### src/rtl/evse_pkg.sv
// shared constants, types and codes of the event stream time base encoder
`timescale 1ns / 1ps
package evse_pkg;

  localparam int REL_TS_BITS     = 23;
  localparam int TYPE_BITS       = 2;
  localparam int ABS_TS_BITS     = 46;
  localparam int WORD_BYTES      = 6;
  localparam int COORD_BITS      = 11;
  localparam int TRIGGER_ID_BITS = 8;

  localparam int WORD_BITS = WORD_BYTES * 8;
  localparam int CNT_BITS  = (WORD_BYTES > 1) ? $clog2(WORD_BYTES) : 1;
  localparam int TB_BITS   = TYPE_BITS + ABS_TS_BITS;
  localparam int CHG_BITS  = TYPE_BITS + REL_TS_BITS + 1 + 2 * COORD_BITS;
  localparam int TRG_BITS  = TYPE_BITS + REL_TS_BITS + 1 + TRIGGER_ID_BITS;
  localparam int HI_BITS   = ABS_TS_BITS - REL_TS_BITS;

  localparam int OP_BITS      = 2;
  localparam int CFG_IDX_BITS = 2;
  localparam int CFG_BITS     = TYPE_BITS;

  localparam int Q_DEPTH    = 2;
  localparam int QPTR_BITS  = (Q_DEPTH > 1) ? $clog2(Q_DEPTH) : 1;
  localparam int QCNT_BITS  = $clog2(Q_DEPTH + 1);

  localparam logic [TYPE_BITS-1:0] CODE_TB_RST  = TYPE_BITS'(0);
  localparam logic [TYPE_BITS-1:0] CODE_CHG_RST = TYPE_BITS'(1);
  localparam logic [TYPE_BITS-1:0] CODE_TRG_RST = TYPE_BITS'(2);

  typedef enum logic [OP_BITS-1:0] {
    OP_START   = 2'd0,
    OP_CHANGE  = 2'd1,
    OP_TRIGGER = 2'd2,
    OP_INVALID = 2'd3
  } op_e;

  typedef enum logic [CFG_IDX_BITS-1:0] {
    CFG_CODE_TB  = 2'd0,
    CFG_CODE_CHG = 2'd1,
    CFG_CODE_TRG = 2'd2
  } cfg_idx_e;

  typedef enum logic [1:0] {
    BK_IDLE,
    BK_TB,
    BK_EV,
    BK_ERR
  } back_state_e;

  typedef struct packed {
    logic                 err;
    logic                 send_tb;
    logic                 send_ev;
    logic [WORD_BITS-1:0] tb_word;
    logic [WORD_BITS-1:0] ev_word;
  } entry_t;

endpackage

### src/rtl/evse_if.sv
// stream interfaces for event items and output bytes
`timescale 1ns / 1ps
interface evse_in_if;
  logic                                valid;
  logic                                ready;
  logic [evse_pkg::OP_BITS-1:0]         operation;
  logic [evse_pkg::ABS_TS_BITS-1:0]     timestamp;
  logic                                polarity;
  logic [evse_pkg::COORD_BITS-1:0]      x_coord;
  logic [evse_pkg::COORD_BITS-1:0]      y_coord;
  logic [evse_pkg::TRIGGER_ID_BITS-1:0] trigger_id;

  modport source (output valid, operation, timestamp, polarity, x_coord, y_coord, trigger_id,
                  input ready);
  modport sink (input valid, operation, timestamp, polarity, x_coord, y_coord, trigger_id,
                output ready);
endinterface

interface evse_out_if;
  logic       valid;
  logic       ready;
  logic [7:0] out_byte;
  logic       last;
  logic       error;

  modport source (output valid, out_byte, last, error, input ready);
  modport sink (input valid, out_byte, last, error, output ready);
endinterface

### src/rtl/evse_front.sv
// front end: config registers, time base tracking and word packing
`timescale 1ns / 1ps
module evse_front (
  input  logic                                clk_i,
  input  logic                                rst_ni,
  evse_in_if.sink                             evt_i,
  input  logic                                cfg_we_i,
  input  logic [evse_pkg::CFG_IDX_BITS-1:0]   cfg_idx_i,
  input  logic [evse_pkg::CFG_BITS-1:0]       cfg_data_i,
  output logic                                push_valid_o,
  output evse_pkg::entry_t                    push_entry_o,
  input  logic                                push_ready_i
);

  logic [evse_pkg::TYPE_BITS-1:0]   code_tb_q, code_chg_q, code_trg_q;
  logic [evse_pkg::ABS_TS_BITS-1:0] tb_q, tb_d;

  logic                               xfer;
  logic                               below;
  logic                               advance;
  logic [evse_pkg::ABS_TS_BITS-1:0]   delta;
  logic [evse_pkg::REL_TS_BITS-1:0]   rel_ts;
  logic [evse_pkg::HI_BITS-1:0]       new_hi;
  logic [evse_pkg::ABS_TS_BITS-1:0]   adv_tb;
  logic [evse_pkg::TB_BITS-1:0]       tb_vec;
  logic [evse_pkg::CHG_BITS-1:0]      chg_vec;
  logic [evse_pkg::TRG_BITS-1:0]      trg_vec;
  evse_pkg::op_e                      op;
  evse_pkg::entry_t                   entry;

  assign xfer  = evt_i.valid && evt_i.ready;
  assign evt_i.ready = push_ready_i;
  assign op    = evse_pkg::op_e'(evt_i.operation);

  // borrow out of the full-width subtract flags a timestamp below the base
  assign {below, delta} = {1'b0, evt_i.timestamp} - {1'b0, tb_q};
  assign advance = |delta[evse_pkg::ABS_TS_BITS-1:evse_pkg::REL_TS_BITS];
  assign rel_ts  = delta[evse_pkg::REL_TS_BITS-1:0];

  // advanced base keeps the old low bits, high bits from the timestamp less a borrow
  assign new_hi = evt_i.timestamp[evse_pkg::ABS_TS_BITS-1:evse_pkg::REL_TS_BITS]
                - evse_pkg::HI_BITS'(evt_i.timestamp[evse_pkg::REL_TS_BITS-1:0]
                                     < tb_q[evse_pkg::REL_TS_BITS-1:0]);
  assign adv_tb = {new_hi, tb_q[evse_pkg::REL_TS_BITS-1:0]};

  assign chg_vec = {evt_i.y_coord, evt_i.x_coord, evt_i.polarity, rel_ts, code_chg_q};
  assign trg_vec = {evt_i.trigger_id, evt_i.polarity, rel_ts, code_trg_q};
  assign tb_vec  = {tb_d, code_tb_q};

  always_comb begin
    tb_d          = tb_q;
    entry.err     = 1'b0;
    entry.send_tb = 1'b0;
    entry.send_ev = 1'b0;
    entry.ev_word = evse_pkg::WORD_BITS'(chg_vec);
    case (op)
      evse_pkg::OP_START: begin
        tb_d          = evt_i.timestamp;
        entry.send_tb = 1'b1;
      end
      evse_pkg::OP_CHANGE, evse_pkg::OP_TRIGGER: begin
        if (below) begin
          entry.err = 1'b1;
        end else begin
          entry.send_ev = 1'b1;
          if (advance) begin
            tb_d          = adv_tb;
            entry.send_tb = 1'b1;
          end
          if (op == evse_pkg::OP_TRIGGER) begin
            entry.ev_word = evse_pkg::WORD_BITS'(trg_vec);
          end
        end
      end
      default: begin
        entry.err = 1'b1;
      end
    endcase
    entry.tb_word = evse_pkg::WORD_BITS'(tb_vec);
  end

  assign push_valid_o = evt_i.valid;
  assign push_entry_o = entry;

  always_ff @(posedge clk_i or negedge rst_ni) begin
    if (!rst_ni) begin
      tb_q <= '0;
    end else if (xfer) begin
      tb_q <= tb_d;
    end
  end

  always_ff @(posedge clk_i or negedge rst_ni) begin
    if (!rst_ni) begin
      code_tb_q  <= evse_pkg::CODE_TB_RST;
      code_chg_q <= evse_pkg::CODE_CHG_RST;
      code_trg_q <= evse_pkg::CODE_TRG_RST;
    end else if (cfg_we_i) begin
      case (evse_pkg::cfg_idx_e'(cfg_idx_i))
        evse_pkg::CFG_CODE_TB:  code_tb_q  <= cfg_data_i;
        evse_pkg::CFG_CODE_CHG: code_chg_q <= cfg_data_i;
        evse_pkg::CFG_CODE_TRG: code_trg_q <= cfg_data_i;
        default: ;
      endcase
    end
  end

endmodule

### src/rtl/evse_queue.sv
// small queue of packed entries between front and back
`timescale 1ns / 1ps
module evse_queue (
  input  logic             clk_i,
  input  logic             rst_ni,
  input  logic             push_valid_i,
  input  evse_pkg::entry_t push_entry_i,
  output logic             push_ready_o,
  output logic             pop_valid_o,
  output evse_pkg::entry_t pop_entry_o,
  input  logic             pop_ready_i
);

  evse_pkg::entry_t                mem_q [evse_pkg::Q_DEPTH];
  logic [evse_pkg::QPTR_BITS-1:0] wr_ptr_q, rd_ptr_q;
  logic [evse_pkg::QCNT_BITS-1:0] count_q;
  logic                           push, pop;

  assign push_ready_o = (count_q != evse_pkg::QCNT_BITS'(evse_pkg::Q_DEPTH));
  assign pop_valid_o  = (count_q != '0);
  assign pop_entry_o  = mem_q[rd_ptr_q];
  assign push = push_valid_i && push_ready_o;
  assign pop  = pop_valid_o && pop_ready_i;

  always_ff @(posedge clk_i) begin
    if (push) begin
      mem_q[wr_ptr_q] <= push_entry_i;
    end
  end

  always_ff @(posedge clk_i or negedge rst_ni) begin
    if (!rst_ni) begin
      wr_ptr_q <= '0;
      rd_ptr_q <= '0;
      count_q  <= '0;
    end else begin
      if (push) begin
        wr_ptr_q <= (wr_ptr_q == evse_pkg::QPTR_BITS'(evse_pkg::Q_DEPTH - 1)) ? '0
                  : wr_ptr_q + 1'b1;
      end
      if (pop) begin
        rd_ptr_q <= (rd_ptr_q == evse_pkg::QPTR_BITS'(evse_pkg::Q_DEPTH - 1)) ? '0
                  : rd_ptr_q + 1'b1;
      end
      if (push && !pop) begin
        count_q <= count_q + 1'b1;
      end else if (pop && !push) begin
        count_q <= count_q - 1'b1;
      end
    end
  end

endmodule

### src/rtl/evse_back.sv
// back end: serializes queued words into bytes, most significant first
`timescale 1ns / 1ps
module evse_back (
  input  logic                      clk_i,
  input  logic                      rst_ni,
  input  logic                      pop_valid_i,
  input  evse_pkg::entry_t          pop_entry_i,
  output logic                      pop_ready_o,
  evse_out_if.source                byte_o
);

  evse_pkg::back_state_e           state_q, state_d;
  logic [evse_pkg::CNT_BITS-1:0]   cnt_q, cnt_d;
  evse_pkg::entry_t                cur_q, cur_d;
  logic                            xfer;
  logic                            final_byte;
  logic                            take;

  assign xfer = byte_o.valid && byte_o.ready;

  always_comb begin
    final_byte = 1'b0;
    case (state_q)
      evse_pkg::BK_ERR: final_byte = 1'b1;
      evse_pkg::BK_EV:  final_byte = (cnt_q == '0);
      evse_pkg::BK_TB:  final_byte = (cnt_q == '0) && !cur_q.send_ev;
      default:          final_byte = 1'b0;
    endcase
  end

  assign take        = (state_q == evse_pkg::BK_IDLE) || (xfer && final_byte);
  assign pop_ready_o = take;

  always_comb begin
    state_d = state_q;
    cnt_d   = cnt_q;
    cur_d   = cur_q;
    if (take) begin
      if (pop_valid_i) begin
        cur_d = pop_entry_i;
        cnt_d = evse_pkg::CNT_BITS'(evse_pkg::WORD_BYTES - 1);
        if (pop_entry_i.err) begin
          state_d = evse_pkg::BK_ERR;
        end else if (pop_entry_i.send_tb) begin
          state_d = evse_pkg::BK_TB;
        end else begin
          state_d = evse_pkg::BK_EV;
        end
      end else begin
        state_d = evse_pkg::BK_IDLE;
      end
    end else if (xfer) begin
      if (cnt_q == '0) begin
        // time-base word done, event word follows
        state_d = evse_pkg::BK_EV;
        cnt_d   = evse_pkg::CNT_BITS'(evse_pkg::WORD_BYTES - 1);
      end else begin
        cnt_d = cnt_q - 1'b1;
      end
    end
  end

  always_comb begin
    byte_o.valid    = (state_q != evse_pkg::BK_IDLE);
    byte_o.last     = final_byte;
    byte_o.error    = (state_q == evse_pkg::BK_ERR);
    byte_o.out_byte = '0;
    case (state_q)
      evse_pkg::BK_TB: byte_o.out_byte = cur_q.tb_word[8*cnt_q +: 8];
      evse_pkg::BK_EV: byte_o.out_byte = cur_q.ev_word[8*cnt_q +: 8];
      default:         byte_o.out_byte = '0;
    endcase
  end

  always_ff @(posedge clk_i) begin
    cur_q <= cur_d;
  end

  always_ff @(posedge clk_i or negedge rst_ni) begin
    if (!rst_ni) begin
      state_q <= evse_pkg::BK_IDLE;
      cnt_q   <= '0;
    end else begin
      state_q <= state_d;
      cnt_q   <= cnt_d;
    end
  end

endmodule

### src/rtl/event_stream_time_base_encoder.sv
// top level of the event stream time base encoder
//
//   channel  dir  transfer unit
//   evt_i    in   one event item (start, change, trigger)
//   byte_o   out  one byte of a 48-bit word, or one error byte
//   cfg_*    in   one type code register write
//
// a change or trigger yields six bytes, or twelve when a time-base word goes first; a start yields
// six and an error one; the byte-wide output sets the rate at one byte per cycle while byte_o is ready
// the front takes an item whenever the two-entry queue has room
// reset clears the time base and the queue and restores the reset type codes
// a stall on byte_o holds the current byte; the front keeps filling the queue until it is full
`timescale 1ns / 1ps
module event_stream_time_base_encoder (
  input  logic                              clk_i,
  input  logic                              rst_ni,
  evse_in_if.sink                           evt_i,
  evse_out_if.source                        byte_o,
  input  logic                              cfg_we_i,
  input  logic [evse_pkg::CFG_IDX_BITS-1:0] cfg_idx_i,
  input  logic [evse_pkg::CFG_BITS-1:0]     cfg_data_i
);

  logic             push_valid, push_ready;
  evse_pkg::entry_t push_entry;
  logic             pop_valid, pop_ready;
  evse_pkg::entry_t pop_entry;

  evse_front u_front (
    .clk_i        (clk_i),
    .rst_ni       (rst_ni),
    .evt_i        (evt_i),
    .cfg_we_i     (cfg_we_i),
    .cfg_idx_i    (cfg_idx_i),
    .cfg_data_i   (cfg_data_i),
    .push_valid_o (push_valid),
    .push_entry_o (push_entry),
    .push_ready_i (push_ready)
  );

  evse_queue u_queue (
    .clk_i        (clk_i),
    .rst_ni       (rst_ni),
    .push_valid_i (push_valid),
    .push_entry_i (push_entry),
    .push_ready_o (push_ready),
    .pop_valid_o  (pop_valid),
    .pop_entry_o  (pop_entry),
    .pop_ready_i  (pop_ready)
  );

  evse_back u_back (
    .clk_i       (clk_i),
    .rst_ni      (rst_ni),
    .pop_valid_i (pop_valid),
    .pop_entry_i (pop_entry),
    .pop_ready_o (pop_ready),
    .byte_o      (byte_o)
  );

endmodule

### src/flat_wrapper.sv
// flat-port wrapper written by rule: the top's interface ports become plain ports
module event_stream_time_base_encoder_flat 
  (clk_i, rst_ni, cfg_we_i, cfg_idx_i, cfg_data_i, evt_i_valid, evt_i_operation, evt_i_timestamp, evt_i_polarity, evt_i_x_coord, evt_i_y_coord, evt_i_trigger_id, evt_i_ready, byte_o_valid, byte_o_out_byte, byte_o_last, byte_o_error, byte_o_ready);
  evse_in_if evt_i_i ();
  evse_out_if byte_o_i ();
  input  logic clk_i;
  input  logic rst_ni;
  input  logic cfg_we_i;
  input  logic [evse_pkg::CFG_IDX_BITS-1:0] cfg_idx_i;
  input  logic [evse_pkg::CFG_BITS-1:0] cfg_data_i;
  input wire logic [$bits(evt_i_i.valid)-1:0] evt_i_valid;
  input wire logic [$bits(evt_i_i.operation)-1:0] evt_i_operation;
  input wire logic [$bits(evt_i_i.timestamp)-1:0] evt_i_timestamp;
  input wire logic [$bits(evt_i_i.polarity)-1:0] evt_i_polarity;
  input wire logic [$bits(evt_i_i.x_coord)-1:0] evt_i_x_coord;
  input wire logic [$bits(evt_i_i.y_coord)-1:0] evt_i_y_coord;
  input wire logic [$bits(evt_i_i.trigger_id)-1:0] evt_i_trigger_id;
  output wire logic [$bits(evt_i_i.ready)-1:0] evt_i_ready;
  output wire logic [$bits(byte_o_i.valid)-1:0] byte_o_valid;
  output wire logic [$bits(byte_o_i.out_byte)-1:0] byte_o_out_byte;
  output wire logic [$bits(byte_o_i.last)-1:0] byte_o_last;
  output wire logic [$bits(byte_o_i.error)-1:0] byte_o_error;
  input wire logic [$bits(byte_o_i.ready)-1:0] byte_o_ready;
  assign evt_i_i.valid = evt_i_valid;
  assign evt_i_i.operation = evt_i_operation;
  assign evt_i_i.timestamp = evt_i_timestamp;
  assign evt_i_i.polarity = evt_i_polarity;
  assign evt_i_i.x_coord = evt_i_x_coord;
  assign evt_i_i.y_coord = evt_i_y_coord;
  assign evt_i_i.trigger_id = evt_i_trigger_id;
  assign evt_i_ready = evt_i_i.ready;
  assign byte_o_valid = byte_o_i.valid;
  assign byte_o_out_byte = byte_o_i.out_byte;
  assign byte_o_last = byte_o_i.last;
  assign byte_o_error = byte_o_i.error;
  assign byte_o_i.ready = byte_o_ready;
  event_stream_time_base_encoder u_core (.clk_i(clk_i), .rst_ni(rst_ni), .evt_i(evt_i_i), .byte_o(byte_o_i), .cfg_we_i(cfg_we_i), .cfg_idx_i(cfg_idx_i), .cfg_data_i(cfg_data_i));
endmodule
### config.mk
export PLATFORM = sky130hd
export DESIGN_NAME = event_stream_time_base_encoder_flat
export DESIGN_NICKNAME = d
export VERILOG_FILES = /design/src/rtl/evse_pkg.sv /design/src/rtl/evse_if.sv /design/src/rtl/evse_front.sv /design/src/rtl/evse_queue.sv /design/src/rtl/evse_back.sv /design/src/rtl/event_stream_time_base_encoder.sv /design/src/flat_wrapper.sv
export SDC_FILE = /design/constraint.sdc
export NUM_CORES = 1
export LEC_CHECK = 0
export ABC_AREA = 1
export ABC_CLOCK_PERIOD_IN_PS = 6700
export BUFFER_PORTS_ARGS = -buffer_cell sky130_fd_sc_hd__buf_2
export CORE_MARGIN = 8
export CORE_UTILIZATION = 45
export DETAILED_ROUTE_END_ITERATION = 12
export PLACE_DENSITY = 0.65
export SLEW_MARGIN = 40
export SYNTH_ARGS = -nofsm -noshare
export SYNTH_HDL_FRONTEND = slang
export SYNTH_HIERARCHICAL = 1
export SYNTH_SLANG_ARGS = --single-unit
### constraint.sdc
create_clock -name clk_i -period 6.7 [get_ports clk_i]
set_input_delay 1.34 -clock clk_i [delete_from_list [all_inputs] [get_ports clk_i]]
set_output_delay 1.34 -clock clk_i [all_outputs]
set_load 0.1 [all_outputs]
==> metrics.csv <==
metric,value,unit
status,"finished, final reports clean",
H-tree depth,2,
Clock Latency Late Sink,0.54,ns
Placement Setup Slack,1.61,ns
worst setup path endpoint,byte_o_out_byte[1],
Setup CP Type,reg2out,
CP endpoint kind,primary output,
Post-synth EDFFs,295,
WP data required,5.36,ns
Synthesis Warnings,6,
most frequent cells in the layout,"nand2_1 (849), inv_1 (297), edfxtp_1 (295)",
post-CTS sizing,0,
share of layout cells above drive strength 1,0.147,
slowest CP cell,inv_4,
n_diodes,0,
DP Area,0.0210,mm^2
vias in the first global route,15000,
"Critical Path, Cell by Cell",inv_1 -> ha_1 -> buf_4 -> inv_4 -> o21ai_0 -> o21ai_1 -> nand3_1 -> a21boi_1 -> buf_2,
initial DRC count,1294,
post-synthesis instance total,2376,
register area share after synthesis,0.514,
CTS Buf Count,38,
Rows,77,
# DRC,0,
via-per-instance ratio,5.07,
Synth Register Bits,356,
final wirelength,57800,um
"Design Area, Final",0.0223,mm^2
"Slew Viols, Final",0,
RSZ-0062 raised after global routing,false,
core region area,0.0442,mm^2
die span in x,228,um
initial antenna violation count,0,
# IOs,100,
Clock Skew,0.0273,ns
FF+latch area,0.0104,mm^2
CP Data Arrival Time,3.28,ns
Die Height,228,um
"setup slack, reg-to-reg",2.63,ns
Max-Slew Margin vs Limit,0.481,
Fin. Hold Viols,0,
RR Endpoint,u_core/u_queue/mem_q[1][93],
Setup crit start kind,flop,
Max Cap Violations,0,
Hold Buf Count CTS,0,
"Async S/R FF share, synth",0.171,
largest net degree at the start of global routing,101,
"IR drop worst, VDD",0.610,mV
slew of the pin with the lowest slew margin,0.770,ns
final antenna-violating net count,0,
Final TNS setup,0,ns
Port Buffers,99,
Fill cells,4134,
endpoints failing setup,0,
Synth Flop Type,edfxtp_1,
GP Congestion,0.927,
final worst-path cycle share,0.690,
fmax,216,MHz
Power Density,509,mW/mm^2
worst setup margin,2.08,ns
Hold Crit Class,reg2reg,
"slowest stage delay, CP",0.48,ns
Max clock buf depth,3,
Worst Setup SP,u_core/u_back/state_q[0],
GRT overflow,0,
Post-CTS Repair Setup Buffers,0,
first-pass GRT wire length,89400,um
post-route minimum period,4.62,ns
global-route usage over all layers,0.217,
area of the mapped netlist,0.0202,mm^2
Total Die Area,0.0519,mm^2
Final Net Count,2582,
Leak,10.2,nW
Min Hold Slack,0.478,ns
"commonest non-fill, non-tap cell in the layout",nand2_1,
R2R depth,25,
syn_area_per_cell,8.50,um^2
P&R area growth vs syn,10.2,%
DP Wirelength,43000,um
Wirelength per Cell,18.9,um
"Reg clk slew, reported paths",0.06,ns
CTS tree,done,
CTS sink count,356,
multi-input logic area,0.00794,mm^2
worst r2r src,u_core/u_front/tb_q[5],
via count,15500,
Crit Path Max Fanout,49,
Netlist cell types,48,
TritonRoute pass-1 iters,5,
clock root cell,clkbuf_16,
"Net Count, Synth",2521,
Starting Density,0.457,
-- cell usage after synthesis (6+ instances only) --
cell,n,share of area
inv_1,299,0.056
o22ai_1,19,0.0059
nand4_1,18,0.0056
edfxtp_1,295,0.44
nor3_1,16,0.0040
o21ai_1,18,0.0045
o21ai_0,79,0.020
nor2_2,21,0.0065
buf_4,32,0.012
buf_6,15,0.0084
clkbuf_1,17,0.0032
inv_2,30,0.0056
nand3_2,42,0.021
nor2_4,6,0.0033
nand3_1,116,0.029
ha_1,56,0.035
nor2_1,160,0.030
a21oi_1,42,0.010
dfrtp_1,59,0.073
buf_2,26,0.0064
nand2_1,851,0.16
xor2_1,36,0.016
nand2_2,60,0.019
-- critical path, delay by kind of cell, from the launching register on --
| kind | cells | cell delay [ns] |
|---|---|---|
| buffers and inverters | 4 | 1.34 |
| AO/OA/AOI/OAI | 3 | 0.62 |
| flip-flops | 1 | 0.41 |
| adder cells (fa/ha/maj) | 1 | 0.20 |
| AND/OR/NAND/NOR | 1 | 0.12 |
-- cell families (layout without fill, tap and decap cells) --
kind of cell	count (synthesis)	after routing	share of synthesized area
multiplexers	10	10	0.00557
AO/OA/AOI/OAI	174	174	0.0463
buffers and inverters	425	516	0.0938
AND/OR/NAND/NOR	1313	1313	0.287
flip-flops	356	356	0.514
XOR/XNOR	41	41	0.0178
adder cells (fa/ha/maj)	57	57	0.0357
-- metrics by stage --
| step | std cells | total power, mW | util |
|---|---|---|---|
| 2_1_floorplan | 2376 | 7.94 | - |
| 3_3_place_gp | 2987 | 9.15 | 0.473 |
| 3_5_place_dp | 2989 | 9.21 | 0.474 |
| 4_1_cts | 3059 | 11.4 | 0.503 |
| 5_1_grt | 3059 | 12.1 | 0.503 |
| 6_report | 3059 | 11.3 | 0.503 |
-- layout make-up --
type                            count  share of cell area
Multi-Input combinational cell   1595               0.357
Tap cell                          592              0.0333
Sequential cell                   356               0.467
Clock inverter                     23              0.0111
Clock buffer                       47              0.0461
Timing Repair Buffer              115              0.0301
Inverter                          331              0.0561
-- worst min path at each step --
stage	startpoint	endpoint	depth (start not counted)	slack, ns
2_1_floorplan	u_core/u_front/code_tb_q[0]	u_core/u_queue/mem_q[0][48]	0	0.44
3_3_place_gp	u_core/u_front/code_tb_q[0]	u_core/u_queue/mem_q[0][48]	0	0.45
4_1_cts	u_core/u_front/tb_q[45]	u_core/u_front/tb_q[45]	2	0.49
5_1_grt	u_core/u_front/tb_q[31]	u_core/u_front/tb_q[31]	2	0.49
6_report	u_core/u_front/code_tb_q[0]	u_core/u_queue/mem_q[1][48]	0	0.48
3_5_place_dp	u_core/u_front/tb_q[25]	u_core/u_front/tb_q[25]	2	0.46
-- layer usage --
layer  routed length [um]  track usage  share of wire  vias to the layer above
li1                     -            -              -                     7690
met1                27300        0.316           0.47                     7299
met2                26300        0.343           0.45                      466
met3                 3190       0.0269          0.055                       65
met4                 1100       0.0501          0.019                        0
met5                    0            0              0                        -
-- power breakdown --
part           switching (mW)  leakage, nW  total, mW  internal (mW)
clock network           0.866        0.621       2.12           1.25
logic                    3.94         6.05       5.29           1.34
registers               0.281         3.55       3.92           3.64
-- sequential cells by signal, summed over array words and instances, names as in the netlist --
| signal | cells |
|---|---|
| u_core/u_queue/mem_q | 198 |
| u_core/u_back/cur_q | 97 |
| u_core/u_front/tb_q | 46 |
| u_core/u_back/cnt_q | 3 |
| u_core/u_back/state_q | 2 |
| u_core/u_front/code_chg_q | 2 |
| u_core/u_front/code_tb_q | 2 |
| u_core/u_front/code_trg_q | 2 |
| u_core/u_queue/count_q | 2 |
| u_core/u_queue/rd_ptr_q | 1 |
| u_core/u_queue/wr_ptr_q | 1 |
No activity file was read; power rests on OpenSTA's default activity.
